### src/rtl/core/mtep_pkg.sv
`timescale 1ns / 1ps
package mtep_pkg;

  localparam int unsigned EventLimitW = 24;
  localparam int unsigned TempoLimitW = 8;
  localparam logic [EventLimitW-1:0] EventLimitReset = 24'd4096;
  localparam logic [TempoLimitW-1:0] TempoLimitReset = 8'd64;
  localparam int unsigned DefaultQueueDepth = 2;

  // input operations
  typedef enum logic [1:0] {
    OP_START_FILE  = 2'd0,
    OP_START_TRACK = 2'd1,
    OP_DATA        = 2'd2,
    OP_NONE        = 2'd3
  } op_e;

  // result kinds
  typedef enum logic [1:0] {
    KIND_CHANNEL = 2'd0,
    KIND_TEMPO   = 2'd1,
    KIND_STATUS  = 2'd2,
    KIND_UNUSED  = 2'd3
  } kind_e;

  // configuration register indexes
  typedef enum logic {
    REG_EVENT_LIMIT = 1'b0,
    REG_TEMPO_LIMIT = 1'b1
  } reg_e;

  typedef enum logic [3:0] {
    PH_IDLE      = 4'd0,
    PH_DELTA     = 4'd1,
    PH_STATUS    = 4'd2,
    PH_META_TYPE = 4'd3,
    PH_META_LEN  = 4'd4,
    PH_SYSEX_LEN = 4'd5,
    PH_DATA1     = 4'd6,
    PH_DATA2     = 4'd7,
    PH_TEMPO     = 4'd8,
    PH_SKIP      = 4'd9,
    PH_DONE      = 4'd10
  } phase_e;

  localparam logic [7:0] ByteMeta     = 8'hFF;
  localparam logic [7:0] ByteSysex    = 8'hF0;
  localparam logic [7:0] ByteSysexEsc = 8'hF7;
  localparam logic [7:0] MetaTempo    = 8'h51;
  localparam logic [7:0] MetaEnd      = 8'h2F;
  localparam logic [3:0] TypeNoteOff  = 4'h8;
  localparam logic [3:0] TypeNoteOn   = 4'h9;
  localparam logic [3:0] TypeProgram  = 4'hC;
  localparam logic [3:0] TypePressure = 4'hD;

  // classified item passed from front to back
  typedef struct packed {
    op_e         op;
    logic [31:0] track_length;
    logic [7:0]  data_byte;
  } item_t;

  typedef struct packed {
    kind_e       kind;
    logic [31:0] tick;
    logic [3:0]  message_type;
    logic [3:0]  channel;
    logic [6:0]  first_data;
    logic [6:0]  second_data;
    logic [23:0] tempo_us;
    logic        track_ended;
    logic        track_aborted;
  } result_t;

endpackage

### src/rtl/core/mtep_front.sv
`timescale 1ns / 1ps
module mtep_front
  import mtep_pkg::*;
#(
  parameter int unsigned Depth = DefaultQueueDepth
) (
  input  logic        clk_i,
  input  logic        rst_ni,
  input  logic        in_valid_i,
  output logic        in_ready_o,
  input  item_t       in_item_i,
  output logic        q_valid_o,
  input  logic        q_ready_i,
  output item_t       q_item_o
);
  localparam int unsigned AW = (Depth > 1) ? $clog2(Depth) : 1;

  item_t          mem_q [Depth];
  logic [AW-1:0]  wr_q, wr_d, rd_q, rd_d;
  logic [AW:0]    cnt_q, cnt_d;
  logic           push, pop, keep;

  // drop unused operation codes here so the back sees only real work
  assign keep       = (in_item_i.op != OP_NONE);
  assign in_ready_o = (cnt_q != (AW+1)'(Depth));
  assign push       = in_valid_i && in_ready_o && keep;
  assign q_valid_o  = (cnt_q != '0);
  assign pop        = q_valid_o && q_ready_i;
  assign q_item_o   = mem_q[rd_q];

  always_comb begin
    wr_d  = wr_q;
    rd_d  = rd_q;
    cnt_d = cnt_q;
    if (push) wr_d = (wr_q == AW'(Depth - 1)) ? '0 : wr_q + 1'b1;
    if (pop) rd_d = (rd_q == AW'(Depth - 1)) ? '0 : rd_q + 1'b1;
    if (push && !pop) cnt_d = cnt_q + 1'b1;
    else if (pop && !push) cnt_d = cnt_q - 1'b1;
  end

  always_ff @(posedge clk_i or negedge rst_ni) begin
    if (!rst_ni) begin
      wr_q  <= '0;
      rd_q  <= '0;
      cnt_q <= '0;
    end else begin
      wr_q  <= wr_d;
      rd_q  <= rd_d;
      cnt_q <= cnt_d;
    end
  end

  // queue storage
  always_ff @(posedge clk_i) begin
    if (push) mem_q[wr_q] <= in_item_i;
  end

`ifndef SYNTHESIS
  a_no_overflow: assert property (@(posedge clk_i) disable iff (!rst_ni)
    (cnt_q == (AW+1)'(Depth)) |-> !push) else $error("queue overflow");
  a_no_underflow: assert property (@(posedge clk_i) disable iff (!rst_ni)
    (cnt_q == '0) |-> !pop) else $error("queue underflow");
  a_count_step: assert property (@(posedge clk_i) disable iff (!rst_ni)
    (push && !pop) |=> (cnt_q == $past(cnt_q) + 1'b1)) else $error("count slip");
`endif
endmodule

### src/rtl/core/mtep_back.sv
`timescale 1ns / 1ps
module mtep_back
  import mtep_pkg::*;
(
  input  logic                   clk_i,
  input  logic                   rst_ni,
  input  logic                   q_valid_i,
  output logic                   q_ready_o,
  input  item_t                  q_item_i,
  input  logic [EventLimitW-1:0] event_limit_i,
  input  logic [TempoLimitW-1:0] tempo_limit_i,
  output logic                   out_valid_o,
  input  logic                   out_ready_i,
  output result_t                out_res_o
);
  phase_e      ph_q, ph_d;
  logic [31:0] tick_q, tick_d, left_q, left_d;
  logic [7:0]  last_q, last_d, cur_q, cur_d, meta_q, meta_d;
  logic [27:0] vlq_q, vlq_d, skip_q, skip_d;
  logic [2:0]  vn_q, vn_d;
  logic [6:0]  held_q, held_d;
  logic [23:0] tmp_q, tmp_d;
  logic [23:0] ev_q, ev_d;
  logic [7:0]  tc_q, tc_d;
  logic        ov_q;
  result_t     res_q, r;
  logic        rv, take;

  logic [7:0]  b;
  logic [27:0] vnew;
  logic        vdone, vbad;
  logic [31:0] left_m1;

  // output register empties or is taken this cycle
  assign q_ready_o   = !ov_q || out_ready_i;
  assign take        = q_valid_i && q_ready_o;
  assign out_valid_o = ov_q;
  assign out_res_o   = res_q;
  assign b       = q_item_i.data_byte;
  assign vnew    = {vlq_q[20:0], b[6:0]};
  assign vdone   = !b[7];
  assign vbad    = b[7] && (vn_q >= 3'd3);
  assign left_m1 = left_q - 32'd1;

  // per-word parser step
  always_comb begin
    logic [3:0] ty;
    logic       fin;
    logic [6:0] sec;
    logic       abrt;
    logic [1:0] n;
    ph_d = ph_q; tick_d = tick_q; left_d = left_q; last_d = last_q;
    cur_d = cur_q; meta_d = meta_q; vlq_d = vlq_q; skip_d = skip_q;
    vn_d = vn_q; held_d = held_q; tmp_d = tmp_q; ev_d = ev_q; tc_d = tc_q;
    r = '0; rv = 1'b0; fin = 1'b0; sec = '0; abrt = 1'b0; ty = '0; n = '0;
    if (take) begin
      case (q_item_i.op)
        OP_START_FILE: begin
          ev_d = '0; tc_d = '0; ph_d = PH_IDLE;
        end
        OP_START_TRACK: begin
          left_d = q_item_i.track_length;
          tick_d = '0; last_d = '0; cur_d = '0; held_d = '0; skip_d = '0;
          ph_d = PH_DELTA; vlq_d = '0; vn_d = '0;
          if (q_item_i.track_length == '0) begin
            ph_d = PH_DONE; rv = 1'b1; r.kind = KIND_STATUS; r.track_ended = 1'b1;
          end
        end
        OP_DATA: begin
          if (ph_q != PH_IDLE && ph_q != PH_DONE && left_q != '0) begin
            left_d = left_m1;
            case (ph_q)
              PH_DELTA: begin
                vlq_d = vnew; vn_d = vn_q + 3'd1;
                if (vdone) begin
                  tick_d = tick_q + {4'd0, vnew}; ph_d = PH_STATUS;
                end else if (vbad) abrt = 1'b1;
              end
              PH_STATUS: begin
                if (!b[7]) begin
                  if (last_q == '0) abrt = 1'b1;
                  else begin
                    cur_d = last_q; held_d = b[6:0];
                    if (last_q[7:4] == TypeProgram || last_q[7:4] == TypePressure)
                      fin = 1'b1;
                    else ph_d = PH_DATA2;
                  end
                end else if (b < 8'hF0) begin
                  last_d = b; cur_d = b; ph_d = PH_DATA1;
                end else if (b == ByteMeta) ph_d = PH_META_TYPE;
                else if (b == ByteSysex || b == ByteSysexEsc) begin
                  ph_d = PH_SYSEX_LEN; vlq_d = '0; vn_d = '0;
                end else if (b >= 8'hF1 && b <= 8'hF6) begin
                  last_d = '0;
                  n = (b == 8'hF2) ? 2'd2 : (b == 8'hF6) ? 2'd0 : 2'd1;
                  if (b == 8'hF4 || b == 8'hF5) abrt = 1'b1;
                  else if ({30'd0, n} > left_m1) abrt = 1'b1;
                  else if (n == 2'd0) begin
                    ph_d = PH_DELTA; vlq_d = '0; vn_d = '0;
                  end else begin
                    skip_d = {26'd0, n}; ph_d = PH_SKIP;
                  end
                end else begin
                  ph_d = PH_DELTA; vlq_d = '0; vn_d = '0;
                end
              end
              PH_META_TYPE: begin
                meta_d = b; ph_d = PH_META_LEN; vlq_d = '0; vn_d = '0;
              end
              PH_META_LEN, PH_SYSEX_LEN: begin
                vlq_d = vnew; vn_d = vn_q + 3'd1;
                if (vdone) begin
                  if ({4'd0, vnew} > left_m1) abrt = 1'b1;
                  else if (ph_q == PH_META_LEN && meta_q == MetaTempo && vnew == 28'd3) begin
                    tmp_d = '0; skip_d = 28'd3; ph_d = PH_TEMPO;
                  end else if (ph_q == PH_META_LEN && meta_q == MetaEnd) begin
                    ph_d = PH_DONE; rv = 1'b1; r.kind = KIND_STATUS;
                    r.track_ended = 1'b1;
                  end else if (vnew == '0) begin
                    ph_d = PH_DELTA; vlq_d = '0; vn_d = '0;
                  end else begin
                    skip_d = vnew; ph_d = PH_SKIP;
                  end
                end else if (vbad) abrt = 1'b1;
              end
              PH_DATA1: begin
                if (b[7]) begin
                  ph_d = PH_DELTA; vlq_d = '0; vn_d = '0;
                end else begin
                  held_d = b[6:0];
                  if (cur_q[7:4] == TypeProgram || cur_q[7:4] == TypePressure) fin = 1'b1;
                  else ph_d = PH_DATA2;
                end
              end
              PH_DATA2: begin
                if (b[7]) begin
                  ph_d = PH_DELTA; vlq_d = '0; vn_d = '0;
                end else begin
                  fin = 1'b1; sec = b[6:0];
                end
              end
              PH_TEMPO: begin
                tmp_d = {tmp_q[15:0], b}; skip_d = skip_q - 28'd1;
                if (skip_q == 28'd1) begin
                  if (tc_q < tempo_limit_i) begin
                    tc_d = tc_q + 8'd1; rv = 1'b1; r.kind = KIND_TEMPO;
                    r.tempo_us = {tmp_q[15:0], b};
                  end
                  ph_d = PH_DELTA; vlq_d = '0; vn_d = '0;
                end
              end
              PH_SKIP: begin
                skip_d = skip_q - 28'd1;
                if (skip_q == 28'd1) begin
                  ph_d = PH_DELTA; vlq_d = '0; vn_d = '0;
                end
              end
              default: ;
            endcase
            // channel message completion
            if (fin) begin
              ty = cur_d[7:4];
              if (ev_q >= event_limit_i) abrt = 1'b1;
              else begin
                ev_d = ev_q + 24'd1;
                if (ty == TypeNoteOn && sec == '0) ty = TypeNoteOff;
                rv = 1'b1; r.kind = KIND_CHANNEL; r.message_type = ty;
                r.channel = cur_d[3:0]; r.first_data = held_d; r.second_data = sec;
                ph_d = PH_DELTA; vlq_d = '0; vn_d = '0;
              end
            end
            // abort, or the last byte of the track
            if (abrt) begin
              ph_d = PH_DONE; rv = 1'b1; r = '0; r.kind = KIND_STATUS;
              r.track_aborted = 1'b1;
            end else if (ph_d != PH_DONE && left_m1 == '0) begin
              if (ph_d == PH_DELTA && vn_d == '0) begin
                ph_d = PH_DONE;
                if (!rv) begin
                  rv = 1'b1; r.kind = KIND_STATUS;
                end
                r.track_ended = 1'b1;
              end else begin
                ph_d = PH_DONE; rv = 1'b1; r = '0; r.kind = KIND_STATUS;
                r.track_aborted = 1'b1;
              end
            end
          end
        end
        default: ;
      endcase
      r.tick = tick_d;
    end
  end

  always_ff @(posedge clk_i or negedge rst_ni) begin
    if (!rst_ni) begin
      ph_q <= PH_IDLE; tick_q <= '0; left_q <= '0; last_q <= '0; cur_q <= '0;
      meta_q <= '0; vlq_q <= '0; skip_q <= '0; vn_q <= '0; held_q <= '0;
      tmp_q <= '0; ev_q <= '0; tc_q <= '0; ov_q <= 1'b0;
    end else begin
      ph_q <= ph_d; tick_q <= tick_d; left_q <= left_d; last_q <= last_d;
      cur_q <= cur_d; meta_q <= meta_d; vlq_q <= vlq_d; skip_q <= skip_d;
      vn_q <= vn_d; held_q <= held_d; tmp_q <= tmp_d; ev_q <= ev_d; tc_q <= tc_d;
      if (take) ov_q <= rv;
      else if (out_ready_i) ov_q <= 1'b0;
    end
  end

  // result register
  always_ff @(posedge clk_i) begin
    if (take && rv) res_q <= r;
  end

`ifndef SYNTHESIS
  a_hold: assert property (@(posedge clk_i) disable iff (!rst_ni)
    (ov_q && !out_ready_i) |=> (ov_q && $stable(res_q))) else $error("result lost");
  a_one_flag: assert property (@(posedge clk_i) disable iff (!rst_ni)
    ov_q |-> !(res_q.track_ended && res_q.track_aborted)) else $error("both flags");
  a_done_flag: assert property (@(posedge clk_i) disable iff (!rst_ni)
    (take && rv && (r.track_ended || r.track_aborted)) |=> (ph_q == PH_DONE))
    else $error("flag without done");
`endif
endmodule

### src/rtl/core/midi_track_event_parser_core.sv
`timescale 1ns / 1ps
// channel  | dir | handshake                    | contents
// s_axis   | in  | s_axis_tvalid/s_axis_tready  | tuser operation; tdata track_length, data_byte
// m_axis   | out | m_axis_tvalid/m_axis_tready  | tuser kind; tlast track_ended; tdata event
// cfg      | in  | cfg_we_i                     | event_limit (0), tempo_limit (1)
// one word per cycle while m_axis is not stalled: a queue of QueueDepth entries (two by default)
// feeds a combinational parser step, and the result register is refilled in the same cycle it is taken.
// a result passes through the queue and then the result register before it appears on m_axis.
// reset clears parser state, counts and limits to their defaults.
// a stalled output stalls the parser; the queue keeps taking input until full.
module midi_track_event_parser_core
  import mtep_pkg::*;
#(
  parameter int unsigned QueueDepth = DefaultQueueDepth
) (
  input  logic         clk_i,
  input  logic         rst_ni,
  input  logic         s_axis_tvalid,
  output logic         s_axis_tready,
  input  logic [1:0]   s_axis_tuser,  // operation[1:0]
  input  logic [39:0]  s_axis_tdata,  // track_length[31:0], data_byte[39:32]
  output logic         m_axis_tvalid,
  input  logic         m_axis_tready,
  output logic [1:0]   m_axis_tuser,  // kind[1:0]
  output logic         m_axis_tlast,
  output logic [79:0]  m_axis_tdata,  // tick[31:0], message_type[35:32], channel[39:36],
                                      // first_data[46:40], second_data[53:47],
                                      // tempo_us[77:54], track_aborted[78]
  input  logic         cfg_we_i,
  input  logic         cfg_index_i,
  input  logic [23:0]  cfg_data_i
);
  logic [EventLimitW-1:0] ev_lim_q;
  logic [TempoLimitW-1:0] tp_lim_q;
  item_t   in_item, q_item;
  logic    q_valid, q_ready;
  result_t res;

  assign in_item.op           = op_e'(s_axis_tuser);
  assign in_item.track_length = s_axis_tdata[31:0];
  assign in_item.data_byte    = s_axis_tdata[39:32];

  // configuration registers
  always_ff @(posedge clk_i or negedge rst_ni) begin
    if (!rst_ni) begin
      ev_lim_q <= EventLimitReset;
      tp_lim_q <= TempoLimitReset;
    end else if (cfg_we_i) begin
      if (cfg_index_i == REG_EVENT_LIMIT) ev_lim_q <= cfg_data_i;
      else tp_lim_q <= cfg_data_i[TempoLimitW-1:0];
    end
  end

  mtep_front #(.Depth(QueueDepth)) u_front (
    .clk_i, .rst_ni,
    .in_valid_i (s_axis_tvalid), .in_ready_o (s_axis_tready), .in_item_i (in_item),
    .q_valid_o (q_valid), .q_ready_i (q_ready), .q_item_o (q_item)
  );

  mtep_back u_back (
    .clk_i, .rst_ni,
    .q_valid_i (q_valid), .q_ready_o (q_ready), .q_item_i (q_item),
    .event_limit_i (ev_lim_q), .tempo_limit_i (tp_lim_q),
    .out_valid_o (m_axis_tvalid), .out_ready_i (m_axis_tready), .out_res_o (res)
  );

  assign m_axis_tuser = res.kind;
  assign m_axis_tlast = res.track_ended;
  assign m_axis_tdata = {1'b0, res.track_aborted, res.tempo_us,
                         res.second_data, res.first_data, res.channel,
                         res.message_type, res.tick};
endmodule

### config.mk
export PLATFORM = sky130hd
export DESIGN_NAME = midi_track_event_parser_core
export DESIGN_NICKNAME = d
export VERILOG_FILES = /design/src/rtl/core/mtep_pkg.sv /design/src/rtl/core/mtep_front.sv /design/src/rtl/core/mtep_back.sv /design/src/rtl/core/midi_track_event_parser_core.sv
export SDC_FILE = /design/constraint.sdc
export NUM_CORES = 1
export LEC_CHECK = 0
export BUFFER_PORTS_ARGS = -buffer_cell sky130_fd_sc_hd__clkbuf_2
export CAP_MARGIN = 20
export CORE_ASPECT_RATIO = 2
export CORE_UTILIZATION = 28
export DETAILED_ROUTE_END_ITERATION = 10
export PLACE_DENSITY_LB_ADDON = 0.15
export SLEW_MARGIN = 40
export SYNTH_ARGS = -nofsm -noshare
export SYNTH_HDL_FRONTEND = slang
export SYNTH_HIERARCHICAL = 1
export SYNTH_SLANG_ARGS = --single-unit
### constraint.sdc
create_clock -name clk_i -period 12.79 [get_ports clk_i]
set_input_delay 1.279 -clock clk_i [delete_from_list [all_inputs] [get_ports clk_i]]
set_output_delay 1.279 -clock clk_i [all_outputs]
set_load 0.05 [all_outputs]
==> metrics.yaml <==
hpwl_mm: 53.88
fmax_ghz: 0.1467
synth.distinct_cells: 102
synth_enable_flop_cells: 166
rsz0062_at_grt: "no"
grt_pass1_vias: 18160
fin_nets: 2490
cts_buffer_depth: 3
synth-seq-area-share_pct: 48.30
status: "complete, no violations"
critPathMaxFanout: 63
powerDensity_nw_per_um2: 176.6
placed_cells: 3308
vias_per_cell: 5.150
crit_cells: 19
core-area_um2: 79460
critPathMaxStageDelay_ns: 0.67
syn_area_per_cell_um2: 10.28
initial_core_util_pct: 28.38
finalNonFillerCells: 3382
holdBufCountCts: 0
r2r_slack_ns: 5.97
cts_tree: "built"
period_share_pct: 53.29
antenna_found_initial: 0
fillerInstances: 8223
cp-startpoint: "u_back/left_q[3]"
cp-endpoint: "u_back/out_res_o[42]"
reg2reg_to: "u_back/out_res_o[42]"
arrival_ns: 7.03
grt_overflow: 0
drv_cap: 0
wire_per_inst_um: 21.36
syn_nets: 2368
setup_violations: 0
chipWidth_um: 202.7
ios: 157
ir_drop_v: 0.00009172
die_h_um: 403.4
drt_first_pass_iters: 5
slew_headroom_pct: 48.20
routabilityCongestion: 0.8980
ant_nets: 0
area.growth.synth_to_final_pct: 14.73
worstPathCellList: "or4_1 > nor2_1 > nand2_1 > nor2_1 > nand2_1 > xor2_1 > ha_1 > nand4_1 > nor4_1 > nand2_1 > o21ai_0 > o21ai_0 > nor2_1 > nor2_1 > a311oi_2 > nand4bb_1 > nand2_1 > a31oi_4 > buf_6"
postCtsResizedCells: 0
post-cts-setup-buffer-count: 0
path_clk_slew_ns: 0.06
portBuffers: 155
internal_power_w: 0.002742
pwr-share-comb_pct: 35.2
power.switching_w: 0.001827
dieArea_um2: 81750
r2r_start: "u_back/left_q[3]"
first_iter_violations: 1029
final_hold_viol_count: 0
slew_viol_final: 0
drive_above_1_share_pct: 17.09
grt_pass1_wl_mm: 110.6
syn_inst: 2193
p_clk_share_pct: 28.0
sw_frac_of_total_pct: 39.99
min_period_ns: 6.815
ys.flop_type: "dfrtp_1"
syn_area_um2: 22550
reg2regPathDepth: 19
yosys_register_bits: 402
worst_slew_pin_slew_ns: 0.7751
row_count: 146
postSynth.asyncResetShare_pct: 58.71
clock_latency_ns: 0.59
critPathTopFamily: "simple AND/OR/NAND/NOR gates"
critical_path_buf_inv_count: 1
vias: 17420
crit_required_ns: 13.00
fin_worst_skew_ns: 0.03051
route.detailed.drc: 0
leakagePower_nw: 11.09
slowest_stage: "nor4_1"
cts_max_level: 2
cts_root_buf: "clkbuf_16"
grt_start_max_net_pins: 76
critPathCaptureType: "register"
track_usage_pct: 17.61
wl_mm: 72.25
cts_made_buffers: 41
path_class: "reg2reg"
setup_tns_ns: 0
cts.sinks: 402
hold_path_class: "reg2reg"
yosysWarnings: 6
num_antenna_cells: 0
power_frac_seq_pct: 36.8
critPathLaunchType: "register"
==> metrics by stage <==
step | util (%) | hold WS [ns] | area [um^2] | setup WS [ns] | power (W)
after CTS | 32.55 | 0.4632 | 25870 | 5.682 | 0.004639
after floorplan | - | 0.4304 | 22550 | 4.070 | 0.002782
after global routing | 32.56 | 0.5027 | 25870 | 5.397 | 0.004833
after detailed placement | 30.77 | 0.4491 | 24450 | 5.730 | 0.003333
after global placement | 30.66 | 0.4490 | 24360 | 5.833 | 0.003305
final | 32.56 | 0.4557 | 25870 | 5.975 | 0.004570
==> kinds of logic (layout without fill, tap and decap cells) <==
kind of cell / count (synthesis) / in the layout / synth area share, %
AO/OA/AOI/OAI: 543 / 543 / 16.11
XOR/XNOR: 90 / 90 / 3.495
adder cells (fa/ha/maj): 103 / 103 / 5.748
buffers and inverters: 192 / 345 / 3.956
flip-flops: 402 / 402 / 48.30
multiplexers: 94 / 94 / 5.609
other: 1 / 1 / 0.01663
AND/OR/NAND/NOR: 768 / 768 / 16.77
==> how the worst min path moves through the flow <==
| stage | startpoint | to | slack [ns] | depth (start not counted) |
|---|---|---|---|---|
| 4_1_cts | u_back/tmp_q[15] | u_back/tmp_q[15] | 0.46 | 2 |
| 3_5_place_dp | u_back/tmp_q[15] | u_back/tmp_q[15] | 0.45 | 2 |
| 6_report | u_back/tmp_q[9] | u_back/tmp_q[9] | 0.46 | 2 |
| 3_3_place_gp | u_back/tmp_q[10] | u_back/tmp_q[10] | 0.45 | 2 |
| 2_1_floorplan | u_back/tmp_q[10] | u_back/tmp_q[10] | 0.43 | 2 |
| 5_1_grt | u_back/tmp_q[8] | u_back/tmp_q[8] | 0.50 | 2 |
==> power groups by stage <==
stage                     sequential (W)  combinational (W)  clock [W]
after global routing             0.00170            0.00176    0.00137
after CTS                        0.00168            0.00163    0.00133
after global placement           0.00170            0.00160          0
final                            0.00168            0.00161    0.00128
after detailed placement         0.00171            0.00162          0
after floorplan                  0.00161            0.00117          0
==> Yosys cell counts, types with 12 or more instances <==
library cell / instances / area (um^2)
o21a_1: 13 / 97.59
nor2_1: 180 / 675.7
a22oi_1: 27 / 202.7
a2111oi_0: 14 / 122.6
a211oi_1: 29 / 217.7
o31ai_1: 27 / 202.7
edfxtp_1: 166 / 4985
mux2_4: 59 / 885.9
ha_1: 102 / 1276
nand3_1: 78 / 390.4
inv_1: 78 / 292.8
xnor2_1: 57 / 499.2
o22ai_1: 18 / 112.6
o21ai_1: 27 / 135.1
nor3_1: 36 / 180.2
nor2b_1: 15 / 93.84
and2_1: 47 / 294.0
dfrtp_1: 234 / 5856
a22o_1: 55 / 481.7
nand4_1: 36 / 225.2
mux2_2: 23 / 259.0
mux2i_1: 12 / 120.1
nand2_1: 243 / 912.1
clkbuf_1: 74 / 277.8
o21ai_0: 109 / 545.5
buf_2: 19 / 95.09
nor4_1: 34 / 212.7
xor2_1: 33 / 289.0
a21o_1: 27 / 202.7
a21oi_1: 114 / 570.6
and3_1: 24 / 150.1
==> flip-flops by register name, indices dropped and copies added (netlist names), 3 cells and up <==
| signal | cells |
|---|---|
| u_front/mem_q | 84 |
| u_back/out_res_o | 82 |
| u_back/left_q | 32 |
| u_back/tick_q | 32 |
| u_back/skip_q | 28 |
| ev_lim_q | 24 |
| u_back/ev_q | 24 |
| u_back/vlq_q | 21 |
| u_back/tmp_q | 16 |
| tp_lim_q | 8 |
| u_back/cur_q | 8 |
| u_back/last_q | 8 |
| u_back/meta_q | 8 |
| u_back/tc_q | 8 |
| u_back/held_q | 7 |
| u_back/ph_q | 4 |
| u_back/vn_q | 3 |
==> cells in the final DEF, fill, tap and decap left out, types with 36 or more instances in the layout <==
cell       instances
a21oi_1          114
a22o_1            55
and2_1            47
clkbuf_16         45
clkbuf_2         154
dfrtp_1          233
edfxtp_1         166
ha_1             101
inv_1             78
mux2_4            59
nand2_1          242
nand3_1           78
nand4_1           36
nor2_1           174
nor3_1            36
o21ai_0          107
xnor2_1           57
==> final cells by class <==
cell class                 instances  area (um^2)  share of cell area (%)
clock inverter                    21        226.5                  0.8752
multi-input combinational       1599        10880                   42.04
timing repair buffer             192         1099                   4.246
sequential                       402        10890                   42.10
inverter                          79        296.5                   1.146
clock buffer                      53         1186                   4.584
tap                             1036         1296                   5.010
==> layer usage <==
metal  up-vias  part of all wire (%)  track usage, %
met3       170                   3.2           1.903
met4         0                   6.0           10.06
met2       434                    53           32.98
li1       8294                     -               -
met5         -                     0               0
met1      8519                    38           18.90
==> worst reg2reg max path, stage by stage (launching register included) <==
cell	delay, ns
dfrtp_1	0.46
or4_1	0.57
nor2_1	0.39
nand2_1	0.24
nor2_1	0.38
nand2_1	0.19
xor2_1	0.18
ha_1	0.30
nand4_1	0.13
nor4_1	0.67
nand2_1	0.11
o21ai_0	0.16
o21ai_0	0.12
nor2_1	0.30
nor2_1	0.15
a311oi_2	0.43
nand4bb_1	0.25
nand2_1	0.13
a31oi_4	0.67
buf_6	0.54
No activity file was read; power rests on OpenSTA's default activity.
